===== src/hdl/lfpp_pkg.sv =====
// ----------------------------------------------------------------------------
// Lidar frame point parser package
// Types, codes and constants shared by the parser modules.
// ----------------------------------------------------------------------------
package lfpp_pkg;

    localparam logic [7:0] SOF_BYTE   = 8'hAA;
    localparam logic [7:0] TYPE_BYTE  = 8'h61;
    localparam logic [7:0] CMD_DATA   = 8'hAD;
    localparam logic [7:0] CMD_HEALTH = 8'hAE;

    localparam logic [11:0] ANGLE_SPAN   = 12'd2250;
    localparam int          DIV_STEPS    = 12;
    localparam logic [16:0] DIV3_RECIP   = 17'd43691;   // ceil(2^17 / 3)
    localparam logic [15:0] DLEN_MIN     = 16'd8;
    localparam logic [15:0] DLEN_HDR     = 16'd5;

    localparam logic [1:0] KIND_POINT      = 2'd0;
    localparam logic [1:0] KIND_DATA_END   = 2'd1;
    localparam logic [1:0] KIND_HEALTH_END = 2'd2;

    localparam logic [2:0] REG_BIG_ENDIAN = 3'd0;

    typedef enum logic [3:0] {
        PH_START,
        PH_FLEN,
        PH_VER,
        PH_TYPE,
        PH_CMD,
        PH_DLEN,
        PH_DIV,
        PH_DATA,
        PH_HEALTH,
        PH_CSUM
    } lfpp_phase_t;

    typedef enum logic [2:0] {
        DP_SPEED,
        DP_OFFSET,
        DP_START,
        DP_STRENGTH,
        DP_DIST
    } lfpp_dphase_t;

    typedef struct packed {
        logic take;
        logic sum_add;
        logic resync;
        logic hw_step;
        logic hw_clr;
        logic set_kind;
        logic kind_data;
        logic ld_dlen;
        logic ld_count;
        logic clr_seen;
        logic inc_seen;
        logic ld_speed;
        logic ld_angle;
        logic ld_strength;
        logic emit_point;
        logic emit_end;
    } lfpp_cmd_t;

    typedef struct packed {
        logic is_sof;
        logic is_type;
        logic is_cmd_data;
        logic is_cmd_health;
        logic hw_pending;
        logic is_data;
        logic dlen_short;
        logic last_byte;
        logic div_busy;
        logic out_free;
    } lfpp_stat_t;

endpackage


===== src/hdl/lfpp_in_if.sv =====
// ----------------------------------------------------------------------------
// Lidar frame point parser input channel
// Valid/ready channel carrying one received serial byte.
// ----------------------------------------------------------------------------
interface lfpp_in_if;
    logic       valid;
    logic       ready;
    logic [7:0] rx_byte;

    modport source (output valid, output rx_byte, input ready);
    modport sink (input valid, input rx_byte, output ready);
endinterface


===== src/hdl/lfpp_out_if.sv =====
// ----------------------------------------------------------------------------
// Lidar frame point parser output channel
// Valid/ready channel carrying one point or frame-end result.
// ----------------------------------------------------------------------------
interface lfpp_out_if;
    logic        valid;
    logic        ready;
    logic [1:0]  result_kind;
    logic [7:0]  strength;
    logic [15:0] distance_raw;
    logic [16:0] angle_centideg;
    logic [7:0]  speed_raw;
    logic        checksum_ok;

    modport source (output valid, output result_kind, output strength,
                    output distance_raw, output angle_centideg, output speed_raw,
                    output checksum_ok, input ready);
    modport sink (input valid, input result_kind, input strength,
                  input distance_raw, input angle_centideg, input speed_raw,
                  input checksum_ok, output ready);
endinterface


===== src/hdl/lfpp_ctrl.sv =====
// ----------------------------------------------------------------------------
// Lidar frame point parser controller
// Frame and data-field state machines; issues datapath commands per byte.
// ----------------------------------------------------------------------------
module lfpp_ctrl
    import lfpp_pkg::*;
(
    input  logic       clk,
    input  logic       rst_n,
    input  logic       in_valid,
    output logic       in_ready,
    input  lfpp_stat_t stat,
    output lfpp_cmd_t  cmd
);

    lfpp_phase_t  phase_reg, phase_next;
    lfpp_dphase_t dphase_reg, dphase_next;
    logic         take;

    assign in_ready = stat.out_free && (phase_reg != PH_DIV);
    assign take     = in_valid && in_ready;

    always_ff @(posedge clk or negedge rst_n)
    begin
        if (!rst_n)
        begin
            phase_reg  <= PH_START;
            dphase_reg <= DP_SPEED;
        end
        else
        begin
            phase_reg  <= phase_next;
            dphase_reg <= dphase_next;
        end
    end

    // Next state
    always_comb
    begin
        phase_next  = phase_reg;
        dphase_next = dphase_reg;
        if (phase_reg == PH_DIV)
        begin
            if (!stat.div_busy)
                phase_next = PH_DATA;
        end
        else if (take)
        begin
            unique case (phase_reg)
                PH_START:  if (stat.is_sof) phase_next = PH_FLEN;
                PH_FLEN:   if (stat.hw_pending) phase_next = PH_VER;
                PH_VER:    phase_next = PH_TYPE;
                PH_TYPE:   phase_next = stat.is_type ? PH_CMD : PH_START;
                PH_CMD:
                begin
                    if (stat.is_cmd_data || stat.is_cmd_health)
                        phase_next = PH_DLEN;
                    else
                        phase_next = PH_START;
                end
                PH_DLEN:
                begin
                    if (stat.hw_pending)
                    begin
                        if (!stat.is_data)
                            phase_next = PH_HEALTH;
                        else if (stat.dlen_short)
                            phase_next = PH_START;
                        else
                        begin
                            phase_next  = PH_DIV;
                            dphase_next = DP_SPEED;
                        end
                    end
                end
                PH_DATA:
                begin
                    unique case (dphase_reg)
                        DP_SPEED:    dphase_next = DP_OFFSET;
                        DP_OFFSET:   if (stat.hw_pending) dphase_next = DP_START;
                        DP_START:    if (stat.hw_pending) dphase_next = DP_STRENGTH;
                        DP_STRENGTH: dphase_next = DP_DIST;
                        DP_DIST:     if (stat.hw_pending) dphase_next = DP_STRENGTH;
                        default:     dphase_next = DP_DIST;
                    endcase
                    if (stat.last_byte)
                        phase_next = PH_CSUM;
                end
                PH_HEALTH: phase_next = PH_CSUM;
                PH_CSUM:   if (stat.hw_pending) phase_next = PH_START;
                default:   phase_next = PH_START;
            endcase
        end
    end

    // Commands
    always_comb
    begin
        cmd      = '0;
        cmd.take = take;
        if (take)
        begin
            cmd.sum_add = (phase_reg != PH_CSUM);
            unique case (phase_reg)
                PH_START: cmd.resync = !stat.is_sof;
                PH_FLEN:  cmd.hw_step = 1'b1;
                PH_VER:   cmd.hw_step = 1'b0;
                PH_TYPE:  cmd.resync = !stat.is_type;
                PH_CMD:
                begin
                    cmd.set_kind  = stat.is_cmd_data || stat.is_cmd_health;
                    cmd.kind_data = stat.is_cmd_data;
                    cmd.resync    = !(stat.is_cmd_data || stat.is_cmd_health);
                end
                PH_DLEN:
                begin
                    cmd.hw_step = 1'b1;
                    if (stat.hw_pending)
                    begin
                        cmd.ld_dlen = 1'b1;
                        if (stat.is_data)
                        begin
                            cmd.resync   = stat.dlen_short;
                            cmd.ld_count = !stat.dlen_short;
                            cmd.clr_seen = !stat.dlen_short;
                        end
                    end
                end
                PH_DATA:
                begin
                    cmd.inc_seen = 1'b1;
                    unique case (dphase_reg)
                        DP_SPEED:  cmd.ld_speed = 1'b1;
                        DP_OFFSET: cmd.hw_step = 1'b1;
                        DP_START:
                        begin
                            cmd.hw_step  = 1'b1;
                            cmd.ld_angle = stat.hw_pending;
                        end
                        DP_DIST:
                        begin
                            cmd.hw_step    = 1'b1;
                            cmd.emit_point = stat.hw_pending;
                        end
                        default:   cmd.ld_strength = 1'b1;
                    endcase
                    cmd.hw_clr = stat.last_byte;
                end
                PH_HEALTH: cmd.ld_speed = 1'b1;
                PH_CSUM:
                begin
                    cmd.hw_step  = 1'b1;
                    cmd.emit_end = stat.hw_pending;
                    cmd.resync   = stat.hw_pending;
                end
                default:  cmd.resync = 1'b1;
            endcase
        end
    end

endmodule


===== src/hdl/lfpp_dp.sv =====
// ----------------------------------------------------------------------------
// Lidar frame point parser datapath
// Field assembly, byte sum, angle step divider and the result register.
// ----------------------------------------------------------------------------
module lfpp_dp
    import lfpp_pkg::*;
(
    input  logic        clk,
    input  logic        rst_n,
    input  logic        big_endian,
    input  logic [7:0]  rx_byte,
    input  lfpp_cmd_t   cmd,
    output lfpp_stat_t  stat,
    input  logic        out_ready,
    output logic        out_valid,
    output logic [1:0]  out_kind,
    output logic [7:0]  out_strength,
    output logic [15:0] out_distance,
    output logic [16:0] out_angle,
    output logic [7:0]  out_speed,
    output logic        out_ok
);

    logic        hw_pending_reg;
    logic [7:0]  low_hold_reg;
    logic [15:0] dlen_reg;
    logic        is_data_reg;
    logic [15:0] sum_reg;
    logic [15:0] seen_reg;
    logic [7:0]  speed_reg;
    logic [16:0] angle_reg;
    logic [15:0] count_reg;
    logic [7:0]  strength_reg;
    logic [15:0] rem_acc_reg;
    logic [11:0] quot_reg;
    logic [15:0] rem_reg;
    logic [3:0]  div_cnt_reg;
    logic        div_busy_reg;
    logic        out_valid_reg;
    logic [1:0]  kind_reg;
    logic [7:0]  ostr_reg;
    logic [15:0] odist_reg;
    logic [16:0] oang_reg;
    logic [7:0]  ospd_reg;
    logic        ook_reg;

    logic [15:0] word;
    logic [15:0] sum_next;
    logic [15:0] seen_inc;
    logic [15:0] dlen_m5;
    logic [32:0] div3_prod;
    logic [16:0] trial;
    logic [16:0] rem_sum;
    logic [16:0] angle_step;
    logic        rem_wrap;

    assign word     = big_endian ? {low_hold_reg, rx_byte} : {rx_byte, low_hold_reg};
    assign sum_next = sum_reg + {8'd0, rx_byte};
    assign seen_inc = seen_reg + 16'd1;
    assign dlen_m5  = word - DLEN_HDR;
    assign div3_prod = {17'd0, dlen_m5} * {16'd0, DIV3_RECIP};
    assign trial    = {rem_reg, ANGLE_SPAN[div_cnt_reg - 4'd1]};
    assign rem_sum  = {1'b0, rem_acc_reg} + {1'b0, rem_reg};
    assign rem_wrap = (rem_sum >= {1'b0, count_reg});
    assign angle_step = angle_reg + {5'd0, quot_reg} + {16'd0, rem_wrap};

    always_comb
    begin
        stat.is_sof        = (rx_byte == SOF_BYTE);
        stat.is_type       = (rx_byte == TYPE_BYTE);
        stat.is_cmd_data   = (rx_byte == CMD_DATA);
        stat.is_cmd_health = (rx_byte == CMD_HEALTH);
        stat.hw_pending    = hw_pending_reg;
        stat.is_data       = is_data_reg;
        stat.dlen_short    = (word < DLEN_MIN);
        stat.last_byte     = (seen_inc == dlen_reg);
        stat.div_busy      = div_busy_reg;
        stat.out_free      = !out_valid_reg || out_ready;
    end

    // Control state
    always_ff @(posedge clk or negedge rst_n)
    begin
        if (!rst_n)
        begin
            hw_pending_reg <= 1'b0;
            sum_reg        <= '0;
            div_busy_reg   <= 1'b0;
            div_cnt_reg    <= '0;
            out_valid_reg  <= 1'b0;
        end
        else
        begin
            if (cmd.resync || cmd.hw_clr)
                hw_pending_reg <= 1'b0;
            else if (cmd.hw_step)
                hw_pending_reg <= !hw_pending_reg;

            if (cmd.resync)
                sum_reg <= '0;
            else if (cmd.sum_add)
                sum_reg <= sum_next;

            if (cmd.ld_count)
            begin
                div_busy_reg <= 1'b1;
                div_cnt_reg  <= 4'(DIV_STEPS);
            end
            else if (div_busy_reg)
            begin
                div_cnt_reg  <= div_cnt_reg - 4'd1;
                div_busy_reg <= (div_cnt_reg != 4'd1);
            end

            if (cmd.emit_point || cmd.emit_end)
                out_valid_reg <= 1'b1;
            else if (out_ready)
                out_valid_reg <= 1'b0;
        end
    end

    // Payload
    always_ff @(posedge clk)
    begin
        if (cmd.hw_step && !hw_pending_reg)
            low_hold_reg <= rx_byte;
        if (cmd.set_kind)
            is_data_reg <= cmd.kind_data;
        if (cmd.ld_dlen)
            dlen_reg <= word;
        if (cmd.clr_seen)
            seen_reg <= '0;
        else if (cmd.inc_seen)
            seen_reg <= seen_inc;
        if (cmd.ld_speed)
            speed_reg <= rx_byte;
        if (cmd.ld_strength)
            strength_reg <= rx_byte;

        if (cmd.ld_count)
        begin
            count_reg <= div3_prod[32:17];
            rem_reg   <= '0;
            quot_reg  <= '0;
        end
        else if (div_busy_reg)
        begin
            if (trial >= {1'b0, count_reg})
            begin
                rem_reg  <= 16'(trial - {1'b0, count_reg});
                quot_reg <= {quot_reg[10:0], 1'b1};
            end
            else
            begin
                rem_reg  <= trial[15:0];
                quot_reg <= {quot_reg[10:0], 1'b0};
            end
        end

        if (cmd.ld_angle)
        begin
            angle_reg   <= {1'b0, word};
            rem_acc_reg <= '0;
        end
        else if (cmd.emit_point)
        begin
            angle_reg   <= angle_step;
            rem_acc_reg <= rem_wrap ? 16'(rem_sum - {1'b0, count_reg}) : rem_sum[15:0];
        end

        if (cmd.emit_point)
        begin
            kind_reg  <= KIND_POINT;
            ostr_reg  <= strength_reg;
            odist_reg <= word;
            oang_reg  <= angle_reg;
            ospd_reg  <= speed_reg;
            ook_reg   <= 1'b0;
        end
        else if (cmd.emit_end)
        begin
            kind_reg  <= is_data_reg ? KIND_DATA_END : KIND_HEALTH_END;
            ostr_reg  <= '0;
            odist_reg <= '0;
            oang_reg  <= '0;
            ospd_reg  <= speed_reg;
            ook_reg   <= (sum_reg == word);
        end
    end

    assign out_valid    = out_valid_reg;
    assign out_kind     = kind_reg;
    assign out_strength = ostr_reg;
    assign out_distance = odist_reg;
    assign out_angle    = oang_reg;
    assign out_speed    = ospd_reg;
    assign out_ok       = ook_reg;

endmodule


===== src/hdl/lidar_frame_point_parser.sv =====
// ----------------------------------------------------------------------------
// Lidar frame point parser
// Parses the lidar serial stream into measurement points and frame-end
// results, with an APB register for the byte order of 16-bit fields.
// ----------------------------------------------------------------------------
// One byte is taken per cycle whenever the result register is free and no
// divide is in progress. After the data length of a data frame the block
// computes the per-point angle step 2250/n in a restoring divider, one
// quotient bit per cycle: input ready stays low through the 12 divider
// steps and the hand-back to the data phase. The result register
// decouples the two sides; apart from the divider, input ready drops only
// while a result waits and is not being taken. Register 0 at byte address 0
// (bit 0) selects high byte first for all 16-bit fields, checksum included;
// write it only idle.
module lidar_frame_point_parser
    import lfpp_pkg::*;
(
    input  logic        clk,
    input  logic        rst_n,
    lfpp_in_if.sink     in_ch,
    lfpp_out_if.source  out_ch,
    input  logic        psel,
    input  logic        penable,
    input  logic        pwrite,
    input  logic [2:0]  paddr,
    input  logic [31:0] pwdata,
    output logic [31:0] prdata,
    output logic        pready
);

    lfpp_cmd_t  cmd;
    lfpp_stat_t stat;
    logic       big_endian_reg;
    logic       in_valid;
    logic       in_ready;
    logic       out_valid;
    logic       out_ready;
    logic [1:0] result_kind;

    // Mirror the channel handshakes locally.
    assign in_valid  = in_ch.valid;
    assign in_ch.ready = in_ready;
    assign out_ready = out_ch.ready;
    assign out_ch.valid = out_valid;
    assign out_ch.result_kind = result_kind;

    // Config register: write in the access phase, zero-wait.
    assign pready = 1'b1;

    always_ff @(posedge clk or negedge rst_n)
    begin
        if (!rst_n)
            big_endian_reg <= 1'b0;
        else if (psel && penable && pwrite && (paddr == REG_BIG_ENDIAN))
            big_endian_reg <= pwdata[0];
    end

    always_comb
    begin
        unique case (paddr)
            REG_BIG_ENDIAN: prdata = {31'd0, big_endian_reg};
            default:        prdata = '0;
        endcase
    end

    // Sequencer: decide per byte what the datapath does.
    lfpp_ctrl u_ctrl (
        .clk      (clk),
        .rst_n    (rst_n),
        .in_valid (in_valid),
        .in_ready (in_ready),
        .stat     (stat),
        .cmd      (cmd)
    );

    // Datapath: assemble fields, divide, accumulate angle, hold the result.
    lfpp_dp u_dp (
        .clk          (clk),
        .rst_n        (rst_n),
        .big_endian   (big_endian_reg),
        .rx_byte      (in_ch.rx_byte),
        .cmd          (cmd),
        .stat         (stat),
        .out_ready    (out_ready),
        .out_valid    (out_valid),
        .out_kind     (result_kind),
        .out_strength (out_ch.strength),
        .out_distance (out_ch.distance_raw),
        .out_angle    (out_ch.angle_centideg),
        .out_speed    (out_ch.speed_raw),
        .out_ok       (out_ch.checksum_ok)
    );

endmodule


===== src/flat_wrapper.sv =====
// flat-port wrapper written by rule: the top's interface ports become plain ports
module lidar_frame_point_parser_flat import lfpp_pkg::*;
  (clk, rst_n, psel, penable, pwrite, paddr, pwdata, prdata, pready, in_ch_valid, in_ch_rx_byte, in_ch_ready, out_ch_valid, out_ch_result_kind, out_ch_strength, out_ch_distance_raw, out_ch_angle_centideg, out_ch_speed_raw, out_ch_checksum_ok, out_ch_ready);
  lfpp_in_if in_ch_i ();
  lfpp_out_if out_ch_i ();
  input  logic clk;
  input  logic rst_n;
  input  logic psel;
  input  logic penable;
  input  logic pwrite;
  input  logic [2:0] paddr;
  input  logic [31:0] pwdata;
  output logic [31:0] prdata;
  output logic pready;
  input wire logic [$bits(in_ch_i.valid)-1:0] in_ch_valid;
  input wire logic [$bits(in_ch_i.rx_byte)-1:0] in_ch_rx_byte;
  output wire logic [$bits(in_ch_i.ready)-1:0] in_ch_ready;
  output wire logic [$bits(out_ch_i.valid)-1:0] out_ch_valid;
  output wire logic [$bits(out_ch_i.result_kind)-1:0] out_ch_result_kind;
  output wire logic [$bits(out_ch_i.strength)-1:0] out_ch_strength;
  output wire logic [$bits(out_ch_i.distance_raw)-1:0] out_ch_distance_raw;
  output wire logic [$bits(out_ch_i.angle_centideg)-1:0] out_ch_angle_centideg;
  output wire logic [$bits(out_ch_i.speed_raw)-1:0] out_ch_speed_raw;
  output wire logic [$bits(out_ch_i.checksum_ok)-1:0] out_ch_checksum_ok;
  input wire logic [$bits(out_ch_i.ready)-1:0] out_ch_ready;
  assign in_ch_i.valid = in_ch_valid;
  assign in_ch_i.rx_byte = in_ch_rx_byte;
  assign in_ch_ready = in_ch_i.ready;
  assign out_ch_valid = out_ch_i.valid;
  assign out_ch_result_kind = out_ch_i.result_kind;
  assign out_ch_strength = out_ch_i.strength;
  assign out_ch_distance_raw = out_ch_i.distance_raw;
  assign out_ch_angle_centideg = out_ch_i.angle_centideg;
  assign out_ch_speed_raw = out_ch_i.speed_raw;
  assign out_ch_checksum_ok = out_ch_i.checksum_ok;
  assign out_ch_i.ready = out_ch_ready;
  lidar_frame_point_parser u_core (.clk(clk), .rst_n(rst_n), .in_ch(in_ch_i), .out_ch(out_ch_i), .psel(psel), .penable(penable), .pwrite(pwrite), .paddr(paddr), .pwdata(pwdata), .prdata(prdata), .pready(pready));
endmodule

===== config.mk =====
export PLATFORM = sky130hd
export DESIGN_NAME = lidar_frame_point_parser_flat
export DESIGN_NICKNAME = d
export VERILOG_FILES = /design/src/hdl/lfpp_pkg.sv /design/src/hdl/lfpp_in_if.sv /design/src/hdl/lfpp_out_if.sv /design/src/hdl/lfpp_ctrl.sv /design/src/hdl/lfpp_dp.sv /design/src/hdl/lidar_frame_point_parser.sv /design/src/flat_wrapper.sv
export SDC_FILE = /design/constraint.sdc
export NUM_CORES = 1
export LEC_CHECK = 0
export ABC_CLOCK_PERIOD_IN_PS = 6450
export BUFFER_PORTS_ARGS = -buffer_cell sky130_fd_sc_hd__buf_2
export CAP_MARGIN = 15
export CORE_MARGIN = 2
export CORE_UTILIZATION = 33
export DETAILED_ROUTE_END_ITERATION = 16
export SLEW_MARGIN = 30
export SYNTH_ARGS = -nofsm -noshare
export SYNTH_HDL_FRONTEND = slang
export SYNTH_SLANG_ARGS = --single-unit

===== constraint.sdc =====
create_clock -name clk -period 6.45 [get_ports clk]
set_clock_uncertainty 0.05 [all_clocks]
set_input_delay 0.645 -clock clk [delete_from_list [all_inputs] [get_ports clk]]
set_output_delay 0.645 -clock clk [all_outputs]
set_load 0.005 [all_outputs]

Word level (Yosys, flattened, before mapping) --
Memories as Yosys holds them, arrays and structs flattened. Cells that the tools add are included. Widths: inputs -> output; s select.
Storage, ports and cells: register bits 216, latch bits 0, RAM bits 0, bits in read-only memories 16, input port bits 50, output and inout bits 87, word-level logic and storage cells 175, memories 1
Cells by class: $add $sub $neg 9, multipliers 1, div/mod/pow operators 0, $lt $le $gt $ge 4, eq/ne operators 32, shift-type cells 0, mux-type cells 66, bitwise operators 1, reductions and logical operators 35
Memory list:
- (no name shown) | depth 16, width 1, rd ports 1, clocked after memory_dff 0, write ports 0, RTL line lfpp_dp.sv:62 | assign trial = {rem_reg, ANGLE_SPAN[div_cnt_reg - 4'd1]};
Operators by type and width (count):
- $mux 16 | 9
- $mux 4 | 11
- $pmux 4 s9 | 1
- $ge 17x15->1 | 2
- $mux 17 | 2
- $mux 3 | 11
- $eq 16x16->1 | 2
- $mul 16x16->32 const B | 1
- $mux 8 | 4
- $sub 16x15->16 | 2
- $eq 8x8->1 const B | 3
- $ne 3x3->1 const B | 7
- $mux 1 | 19
- $add 16x16->17 | 1
- $add 17x1->17 | 1
- $add 17x12->17 | 1
- $add 16x1->16 const B | 1
- $add 16x8->16 | 1
- $eq 4x3->1 const B | 4
- $lt 16x4->1 const B | 1
- $reduce_bool 2->1 | 8
- $sub 16x3->16 const B | 1
- $mux 15 | 1
- $pmux 3 s3 | 1
- 29 further kinds | 53

Longest topological paths before layout --
Gate-level depths: netlist of the first run.
depth in word-level cells 9, gate-level depth with buffers 30, gate-level depth less buffers 29

Hierarchy --
Synthesis of the first run repeated with hierarchy kept, for this count alone.
Second synthesis, totals: cell total of the unflattened synthesis 1864, area, all modules 17794.6 sq um
Modules (own cells, without submodules):
- lfpp_dp | instances 1, cells an instance 1715, area each 16582.2 sq um, seq. area each 5490.3 sq um
- lfpp_ctrl | instances 1, cells an instance 110, area each 904.6 sq um, seq. area each 175.2 sq um
- lidar_frame_point_parser | instances 1, cells an instance 39, area each 307.8 sq um, seq. area each 25.0 sq um

Least setup slack after synthesis of the first run --
OpenSTA, ideal clock, no wires.
path type input port to flip-flop, start point input in_ch_rx_byte[0], end point register u_core.u_dp.count_reg[14] (data pin), arrival 6.855 ns, data required time 6.140 ns, slack -0.715 ns, stages 27, path buffers 1, cell sequence mux2i_2 ha_1 o21ai_1 or3_1 buf_2 nor4_1 xnor2_1 ha_1 ha_1 inv_1 fa_1 inv_1 fa_1 fa_1 inv_1 fa_1 inv_1 ha_1 o21ai_0 a21oi_1 nor2_1 nor2_1 a41o_1 o41ai_2 o21bai_1 a21oi_1 xnor2_1
On the way: word-level cells in the longest chain between the ends 3
Ends and longest elaborated chain:
- from (decl) | RTL line flat_wrapper.sv:16 | input wire logic [$bits(in_ch_i.rx_byte)-1:0] in_ch_rx_byte;
- $mux 16 | RTL line lfpp_dp.sv:57 | assign word = big_endian ? {low_hold_reg, rx_byte} : {rx_byte, low_hold_reg};
- $sub 16x3->16 | RTL line lfpp_dp.sv:60 | assign dlen_m5 = word - DLEN_HDR;
- $mul 16x16->32 | RTL line lfpp_dp.sv:61 | assign div3_prod = {17'd0, dlen_m5} * {16'd0, DIV3_RECIP};
- named net u_core.u_dp.div3_prod[31] | RTL line lfpp_dp.sv:51 | logic [32:0] div3_prod;
- to (signal assigned) | RTL line lfpp_dp.sv:142 | count_reg <= div3_prod[32:17];
- to (decl) | RTL line lfpp_dp.sv:32 | logic [15:0] count_reg;
The timed path passes the listed nets, and every way through them passes these cells. A chain may end at the register's enable or synchronous reset.

Worst setup path in the final report of the first run --
start point register u_core.big_endian_reg, end point register u_core.u_dp.count_reg[3] (data pin)
On the way: word-level cells in the longest chain between the ends 3
Ends and longest elaborated chain:
- from (decl) | RTL line lidar_frame_point_parser.sv:33 | logic big_endian_reg;
- from (signal assigned) | RTL line lidar_frame_point_parser.sv:55 | big_endian_reg <= pwdata[0];
- $mux 16 | RTL line lfpp_dp.sv:57
- named net u_core.u_dp.word[6] | RTL line lfpp_dp.sv:47 | logic [15:0] word;
- $sub 16x3->16 | RTL line lfpp_dp.sv:60
- $mul 16x16->32 | RTL line lfpp_dp.sv:61
- named net u_core.u_dp.div3_prod[20] | RTL line lfpp_dp.sv:51
The timed path passes the listed nets, and every way through them passes these cells.

==> impl_results.md, run 1 <==
- Critical path fanouts, max: 7
- CTS buffer count: 26
- Avg Inst Size Synth: 9.61 um^2
- Worst Setup End Kind: register
- Min Tclk post-route: 6.74 ns
- Final period util: 105%
- Flip-flop and latch area: 5700 um^2
- CTS sink count: 216
- Final setup TNS: -1.74 ns
- Max-cap viol count: 0
- GRT Total Usage: 16.0%
- Worst-path clk slew: 0.06 ns
- Utilization after layout: 40.8%
- Core area: 52,300 um^2
- Area of the multi-input gates: 11,200 um^2
- Routed WL: 44.6 mm
- H-tree levels: 1
- Grt met2 use: 26.3%
- # IOs: 137
- Worst-Margin Slew: 0.929 ns
- Final hold violation count: 0
- Global-route wire length before repair: 70.0 mm
- CP arrival: 6.98 ns
- Seq cells post-synth: 216
- Worst Hold Class: primary input to async pin
- Max-slew violations: 0
- Nets: 2,392
- Clock Latency Late Sink: 0.55 ns
- Die Ht: 234 um
- CP most frequent cell: fa_1
- Status: finished, violations left
- Via count: 13,700
- Post-synthesis sequential area ratio: 32.7%
- CTS tree: done
- Die X-Extent: 234 um
- Share of cells above drive strength 1: 22.1%
- Post-synth ARST share: 14.4%
- Mapped Area: 17,400 um^2
- Largest net degree at the start of global routing: 53
- Area of the die: 54,600 um^2
- Post-synth EDFFs: 121
- Cell Rows: 84
- RSZ-0062 raised after global routing: true
- Worst setup SP type: register
- Worst path required time: 6.69 ns
- DR pass1 iterations: 5
- N_diodes: 0
- Slew headroom: 38.0%
- Layout fillers: 5,017
- HPWL after DPL: 34.6 mm
- Synth cell types: 93
- DR WL/cell: 16.1 um
- Type of the worst setup path: register to register
- Initial Util: 33.3%
- Total grt overflow: 0
- Failing checks: negative setup slack
- CP max-delay cell: fa_1
- Smallest setup slack after layout: -0.293 ns
- CTS max path bufs: 3
- M1 GR Usage: 22.3%
- ANT nets after route: 0
- Yosys Warn Count: 0
- Initial drt markers: 761
- Port bufs: 73
- Final setup fails: 13
- Setup WS pre-CTS: -0.701 ns
- FMAX: 148 MHz
- Most Crowded Layer GR: met2
- Max stage delay on crit path: 0.55 ns
- Synth-to-Final Area Change: 22.8%
- CTS Root Cell: clkbuf_16
- RePlAce Congestion: 0.918
- Global-route met3 utilization: 1.65%
- Routed vias/inst: 4.92
- Initial antenna violation count: 0
- Vias in the first global route: 13,600
- DRC viols: 0
- Top_reg_cell synth: edfxtp_1
- Mapped Cells: 1,812
## metrics by stage
step                hold slack [ns]  cell area [um^2]  cells
floorplan                     0.299             17800   1842
global placement              0.354             19800   2693
detailed placement            0.355             19800   2693
CTS                           0.157             21000   2762
global route                  0.195             21400   2774
finish                        0.139             21400   2774
## layout make-up
type / count / area share [%]
Clock inverter: 17 / 0.755
Inverter: 214 / 3.76
Clock buffer: 31 / 3.18
Tap cell: 688 / 4.03
Multi-Input combinational cell: 1330 / 52.5
Sequential cell: 216 / 26.7
Timing Repair Buffer: 278 / 9.10
## worst paths after layout
kind | from | end | slack [ns] | cells past startpoint
max in group asynchronous | rst_n | u_core.u_dp.div_busy_reg | 5.64 | 1
setup reg to reg | u_core.big_endian_reg | u_core.u_dp.count_reg[3] | -0.29 | 29
hold reg to reg | u_core.u_dp.speed_reg[2] | u_core.u_dp.out_speed[2] | 0.36 | 0
setup / recovery | u_core.big_endian_reg | u_core.u_dp.count_reg[3] | -0.29 | 29
hold / removal | rst_n | u_core.u_ctrl.dphase_reg[0] | 0.14 | 1
min in group clk | pwdata[0] | u_core.big_endian_reg | 0.30 | 2
## cells in the mapped netlist, types with 6 or more instances
master | instances | area, um^2
inv_1 | 212 | 796
ha_1 | 197 | 2460
nor2_1 | 188 | 706
edfxtp_1 | 121 | 3630
a21oi_1 | 120 | 601
xnor2_1 | 101 | 885
nand2_1 | 98 | 368
fa_1 | 79 | 1580
dfxtp_1 | 64 | 1280
xor2_1 | 58 | 508
o21ai_0 | 51 | 255
nor3_1 | 35 | 175
buf_4 | 34 | 255
mux2i_1 | 33 | 330
nand3_1 | 33 | 165
and2_1 | 31 | 194
dfrtp_1 | 31 | 776
clkbuf_1 | 26 | 97.6
a21o_1 | 20 | 150
nand4_1 | 19 | 119
nand2b_1 | 16 | 100
a211oi_1 | 15 | 113
o21ai_1 | 15 | 75.1
or3_1 | 14 | 87.6
nor2b_1 | 13 | 81.3
buf_2 | 11 | 55.1
nor4_1 | 10 | 62.6
a311oi_1 | 9 | 78.8
and3_1 | 9 | 56.3
o21a_1 | 9 | 67.6
mux2i_2 | 8 | 110
o21bai_1 | 8 | 60.1
a31oi_1 | 7 | 43.8
o211ai_1 | 7 | 52.6
buf_6 | 6 | 67.6
o31ai_1 | 6 | 45.0
## cell usage in the layout, fill, tap and decap left out, types with 13 or more instances in the layout
master,synthesis,layout
xnor2_1,101,93
inv_1,212,200
nand3_1,33,33
a211oi_1,15,13
or3_1,14,13
fa_1,79,75
inv_2,2,14
a21oi_1,120,107
nor3_1,35,28
mux2i_1,33,31
ha_4,0,20
nor2b_1,13,13
ha_1,197,176
edfxtp_1,121,121
dfxtp_1,64,63
buf_2,11,73
dfrtp_1,31,29
clkbuf_16,0,26
xor2_1,58,58
conb_1,2,32
nand4_1,19,19
nand2b_1,16,16
a21oi_2,2,15
a21o_1,20,20
buf_4,34,199
o21ai_0,51,46
and2_1,31,30
nor2_1,188,181
nand2_1,98,96
o21ai_1,15,16
## cell families after synthesis
group | synth area share [%]
AO/OA/AOI/OAI | 11.8
XOR/XNOR | 8.28
adder cells (fa/ha/maj) | 23.2
buffers and inverters | 7.46
flip-flops | 32.7
multiplexers | 2.79
other | 0.0431
AND/OR/NAND/NOR | 13.7
## metal layers
metal  vias to the layer above  part of all wire [%]
met5                         -                     0
met4                         0                   2.4
met3                        77                   4.1
met2                       303                    47
met1                      6593                    47
li1                       6680                     -
## critical path: cells and delay by family (launching register included)
family,cells,cell delay [ns]
fa+ha+maj,7,2.58
buf+inv,11,1.28
compound gates,6,1.18
simple gates,3,0.60
flops,1,0.46
mux,1,0.24
xor+xnor,1,0.09
## repair_timing
item,4_1_cts,5_1_grt
gates resized for setup,39,53
endpoints found under the setup margin,15,21
hold buffers,0,0
pin swaps,36,40
setup buffers,21,13
Power of run 1 is not shown: default switching activity piles up to over one toggle a cycle in this logic, so the estimate is an artifact.
==> inputs of run 2 (changes only) <==
--- a/config.mk
+++ b/config.mk
@@ -5,7 +5,7 @@
 export SDC_FILE = /design/constraint.sdc
 export NUM_CORES = 1
 export LEC_CHECK = 0
-export ABC_CLOCK_PERIOD_IN_PS = 6450
+export ABC_CLOCK_PERIOD_IN_PS = 7300
 export BUFFER_PORTS_ARGS = -buffer_cell sky130_fd_sc_hd__buf_2
 export CAP_MARGIN = 15
 export CORE_MARGIN = 2
==> constraint.sdc (replaced) <==
create_clock -name clk -period 7.3 [get_ports clk]
set_clock_uncertainty 0.05 [all_clocks]
set_input_delay 0.73 -clock clk [delete_from_list [all_inputs] [get_ports clk]]
set_output_delay 0.73 -clock clk [all_outputs]
set_load 0.005 [all_outputs]
==> impl_results.md, run 2 (synthesis gave the netlist of run 1 again) <==
- Status: finished, final reports clean
- Worst-Margin Slew: 0.938 ns (+0.00803 ns)
- Crit Reg-Reg Endpoint: u_core.u_dp.count_reg[14]
- Setup WS pre-CTS: -0.191 ns (+0.510 ns)
- CTS buffer count: 26 (unchanged)
- Critical path fanouts, max: 7 (unchanged)
- CTS Root Cell: clkbuf_16
- Core area: 52,300 um^2 (unchanged)
- Port bufs: 73 (unchanged)
- Most common cell after layout, fill and taps aside: inv_1
- N_diodes: 0 (unchanged)
- Vias in the first global route: 12,900 (-5.2%)
- Layout fillers: 5,150 (+2.7%)
- Initial Util: 33.3% (unchanged)
- DR pass1 iterations: 5 (unchanged)
- Min Tclk post-route: 7.04 ns (+0.301 ns)
- ANT nets after route: 0 (unchanged)
- Hold slack: 0.223 ns (+0.0844 ns)
- HPWL after DPL: 33.2 mm (-4.3%)
- FF-to-FF Start: u_core.big_endian_reg
- Layout Cells excl Fill: 2,691 (-3.0%)
- Nets: 2,309 (-3.5%)
- FF-to-FF path depth: 31 (+6.9%)
- Global-route wire length before repair: 67.2 mm (-4.0%)
- Max-slew violations: 0 (unchanged)
- CP max-delay cell: fa_1
- Initial antenna violation count: 0 (unchanged)
- Dpl cells: 2,630 (-2.3%)
- GRT Total Usage: 15.4% (-0.60 points)
- Routed vias/inst: 4.87 (-1.1%)
- Final setup fails: 0 (-13)
- CTS sink count: 216 (unchanged)
- Commonest non-fill, non-tap cells in the layout: inv_1, ha_1, nor2_1, edfxtp_1, buf_4
- Worst-path clk slew: 0.07 ns (about the same)
- CTS tree: done
- FMAX: 142 MHz (-4.3%)
- Max-cap viol count: 0 (unchanged)
- DRC viols: 0 (unchanged)
- Routed WL: 42.0 mm (-5.9%)
- Synth-to-Final Area Change: 17.1%
- Die Ht: 234 um (unchanged)
- Share of cells above drive strength 1: 16.1% (-6.0 points)
- Total grt overflow: 0 (unchanged)
- Slew headroom: 37.5% (-0.54 points)
- Largest net degree at the start of global routing: 53 (unchanged)
- CP arrival: 7.28 ns (+0.30 ns)
- # IOs: 137 (unchanged)
- Initial drt markers: 736 (-3.3%)
- DR WL/cell: 15.6 um (-3.0%)
- Worst Hold Class: primary input to async pin
- Clock Latency Late Sink: 0.55 ns (about the same)
- Final hold violation count: 0 (unchanged)
- CTS Hold Buffers Added: 0 (unchanged)
- R2r setup slk: 0.26 ns (+0.55 ns)
- RePlAce Congestion: 0.885 (-3.6%)
- Max stage delay on crit path: 0.53 ns (-0.02 ns)
- Area of the die: 54,600 um^2 (unchanged)
- CTS max path bufs: 3 (unchanged)
- Via count: 13,100 (-4.0%)
- Final period util: 96.5% (-8.1 points)
- Worst Setup End Kind: register
- Worst path required time: 7.53 ns (+0.84 ns)
- Die X-Extent: 234 um (unchanged)
- Worst setup SP type: register
- Cell Rows: 84 (unchanged)
- Smallest setup slack after layout: 0.256 ns (+0.549 ns)
- Type of the worst setup path: register to register
- H-tree levels: 1 (unchanged)
==> run 2: worst max path at each step <==
stage | from | to | slack, ns | cells after the start
floorplan | in_ch_rx_byte[0] | u_core.u_dp.count_reg[14] | 0.05 | 27
global placement | in_ch_rx_byte[1] | u_core.u_dp.count_reg[14] | -0.25 | 28
detailed placement | in_ch_rx_byte[1] | u_core.u_dp.count_reg[14] | -0.19 | 28
CTS | u_core.big_endian_reg | u_core.u_dp.count_reg[14] | 0.02 | 29
global route | u_core.big_endian_reg | u_core.u_dp.count_reg[14] | -0.04 | 30
finish | u_core.big_endian_reg | u_core.u_dp.count_reg[14] | 0.26 | 31
==> run 2: worst max-delay path, delay by kind of cell (launching register included) <==
kind                     cells  cell delay [ns]
AND/OR/NAND/NOR              7             0.99
multiplexers                 1             0.27
buffers and inverters        7             0.64
XOR/XNOR                     2             0.19
flip-flops                   1             0.48
AO/OA/AOI/OAI                8             1.52
adder cells (fa/ha/maj)      6             2.65
==> run 2: metal layers <==
layer	GRT usage (%)	vias up	routed length [um]
met1	21.2	6271	19800
met5	0	-	0
met4	4.09	0	940
met3	1.62	57	1500
li1	-	6543	-
met2	25.5	234	19800
==> run 2: layout make-up <==
| type | instances | area [um^2] | share of cell area (%) |
|---|---|---|---|
| multi-input cells | 1330 | 10800 | 53.0 |
| flip-flops and latches | 216 | 5700 | 27.9 |
| repair buffers | 195 | 1300 | 6.38 |
| well taps | 688 | 861 | 4.22 |
| inverters | 214 | 803 | 3.94 |
| clock buffers | 32 | 714 | 3.50 |
| clock inverters | 16 | 206 | 1.01 |
==> run 2: timing repair <==
action                     4_1_cts  5_1_grt
resized for setup                2       46
setup endpoints to repair        1        8
pin swaps                        0       18
buffers inserted                 0       13
==> run 2: through the flow <==
step	area (um^2)	TNS (ns)	util, %
4_1_cts	20000	0	38.3
5_1_grt	20400	-0.0424	39.0
2_1_floorplan	17500	0	-
3_3_place_gp	19100	-0.564	36.5
6_report	20400	0	39.0
3_5_place_dp	19100	-0.369	36.5
Power of run 2 is left out for the same reason.
==> inputs of run 3 (changes only) <==
--- a/config.mk
+++ b/config.mk
@@ -5,7 +5,7 @@
 export SDC_FILE = /design/constraint.sdc
 export NUM_CORES = 1
 export LEC_CHECK = 0
-export ABC_CLOCK_PERIOD_IN_PS = 7300
+export ABC_CLOCK_PERIOD_IN_PS = 6900
 export BUFFER_PORTS_ARGS = -buffer_cell sky130_fd_sc_hd__buf_2
 export CAP_MARGIN = 15
 export CORE_MARGIN = 2
==> constraint.sdc (replaced) <==
create_clock -name clk -period 6.9 [get_ports clk]
set_clock_uncertainty 0.05 [all_clocks]
set_input_delay 0.69 -clock clk [delete_from_list [all_inputs] [get_ports clk]]
set_output_delay 0.69 -clock clk [all_outputs]
set_load 0.005 [all_outputs]
==> impl_results.md, run 3 (synthesis gave the netlist of run 1 again) <==
- Status: finished, final reports clean
- CTS sink count: 216 (unchanged)
- Max-slew violations: 0 (unchanged)
- FF-to-FF Start: u_core.big_endian_reg
- Largest net degree at the start of global routing: 53 (unchanged)
- Most common cell after layout, fill and taps aside: inv_1
- DR WL/cell: 15.9 um (+1.6%)
- CP arrival: 6.99 ns (-0.29 ns)
- Total grt overflow: 0 (unchanged)
- Worst setup SP type: register
- H-tree levels: 1 (unchanged)
- Max stage delay on crit path: 0.52 ns (about the same)
- Vias in the first global route: 13,300 (+2.7%)
- Via count: 13,400 (+1.9%)
- CP startpoint: u_core.big_endian_reg
- ANT nets after route: 0 (unchanged)
- Critical path fanouts, max: 5 (-2)
- Worst-Margin Slew: 0.908 ns (-0.0294 ns)
- Port bufs: 73 (unchanged)
- Initial Util: 33.3% (unchanged)
- CTS Root Cell: clkbuf_16
- CP endpoint: u_core.u_dp.count_reg[3]
- Crit Reg-Reg Endpoint: u_core.u_dp.count_reg[3]
- Core area: 52,300 um^2 (unchanged)
- Max-cap viol count: 0 (unchanged)
- RSZ-0062 raised after global routing: true
- Initial antenna violation count: 0 (unchanged)
- Die Ht: 234 um (unchanged)
- N_diodes: 0 (unchanged)
- CP max-delay cell: fa_1
- Final setup fails: 0 (unchanged)
- DR pass1 iterations: 5 (unchanged)
- Type of the worst setup path: register to register
- Hold slack: 0.161 ns (-0.0624 ns)
- Clock Latency Late Sink: 0.56 ns (about the same)
- Worst-path clk slew: 0.08 ns (about the same)
- Routed WL: 43.4 mm (+3.4%)
- Min Tclk post-route: 6.73 ns (-0.312 ns)
- GRT Total Usage: 15.8% (+0.44 points)
- Nets: 2,356 (+2.0%)
- CTS max path bufs: 3 (unchanged)
- Worst Hold Class: primary input to async pin
- Smallest setup slack after layout: 0.168 ns (-0.0875 ns)
- R2r setup slk: 0.17 ns (-0.09 ns)
- Global-route wire length before repair: 69.6 mm (+3.5%)
- Area of the die: 54,600 um^2 (unchanged)
- HPWL after DPL: 33.8 mm (+2.1%)
- Share of cells above drive strength 1: 18.3% (+2.2 points)
- Commonest non-fill, non-tap cells in the layout: inv_1, ha_1, nor2_1, buf_4, edfxtp_1
- FMAX: 149 MHz (+4.6%)
- CTS tree: done
- Die X-Extent: 234 um (unchanged)
- Worst Setup End Kind: register
- FF-to-FF path depth: 26 (-16%)
- DRC viols: 0 (unchanged)
- Cell Rows: 84 (unchanged)
- Routed vias/inst: 4.88 (+0.12%)
- Final period util: 97.6% (+1.1 points)
- Slew headroom: 39.5% (+2.0 points)
- Initial drt markers: 901 (+22%)
- CTS buffer count: 26 (unchanged)
- Synth-to-Final Area Change: 19.0%
- Fin area: 20,700 um^2 (+1.6%)
- Post-DP Area: 19,500 um^2 (+2.1%)
- Final hold violation count: 0 (unchanged)
- # IOs: 137 (unchanged)
- Setup WS pre-CTS: -0.330 ns (-0.139 ns)
- CP most frequent cell: fa_1
- CTS Hold Buffers Added: 0 (unchanged)
- RePlAce Congestion: 0.891 (+0.60%)
- Worst path required time: 7.16 ns (-0.37 ns)
==> run 3: changes by cell type in the layout (fill, tap and decap cells not counted), moves of 3 or more <==
cell,delta
clkinv_1,+4
o21ai_0,-3
ha_1,-4
buf_4,+49
ha_4,+3
a21oi_1,-3
==> run 3: how the worst min path moves through the flow <==
stage	cells past startpoint	start	endpoint
after global placement	0	u_core.u_dp.speed_reg[5]	u_core.u_dp.out_speed[5]
after floorplan	0	rst_n	u_core.big_endian_reg
after global routing	1	rst_n	u_core.u_dp.div_cnt_reg[0]
after detailed placement	0	u_core.u_dp.speed_reg[1]	u_core.u_dp.out_speed[1]
after CTS	1	rst_n	u_core.u_dp.div_cnt_reg[1]
final	1	rst_n	u_core.u_dp.div_cnt_reg[0]
==> run 3: metal layers <==
layer,GRT usage [%],share of wire [%],vias up
met4,3.58,1.9,0
met1,22.4,48,6434
met5,0,0,-
met2,26.0,47,251
li1,-,-,6613
met3,1.50,3.5,52
==> run 3: critical path: cells and delay by family, from the launching register on <==
| family | cells | cell delay [ns] |
|---|---|---|
| adder cells (fa/ha/maj) | 8 | 2.90 |
| AND/OR/NAND/NOR | 4 | 1.21 |
| AO/OA/AOI/OAI | 6 | 0.93 |
| flip-flops | 1 | 0.47 |
| buffers and inverters | 5 | 0.37 |
| multiplexers | 1 | 0.28 |
| XOR/XNOR | 2 | 0.26 |
==> run 3: area by class of cell <==
class,instances,area (um^2)
timing repair buffer,242,1650
sequential,216,5700
multi-input combinational,1330,10900
clock inverter,17,163
clock buffer,31,679
inverter,214,803
tap,688,861
fill,5104,31600
==> run 3: per-stage QoR <==
stage	setup TNS, ns	util [%]	cells
after floorplan	-0.0202	-	1842
after global placement	-1.98	37.2	2671
after detailed placement	-1.82	37.2	2671
after CTS	0	39.3	2733
after global routing	-0.351	39.6	2738
final	0	39.6	2738
==> run 3: timing repair <==
item | 4_1_cts | 5_1_grt
gates resized for setup | 26 | 25
pin swaps | 25 | 27
hold endpoints to repair | 0 | 0
endpoints found under the setup margin | 10 | 13
setup buffers | 14 | 5
Power of run 3 is left out for the same reason.
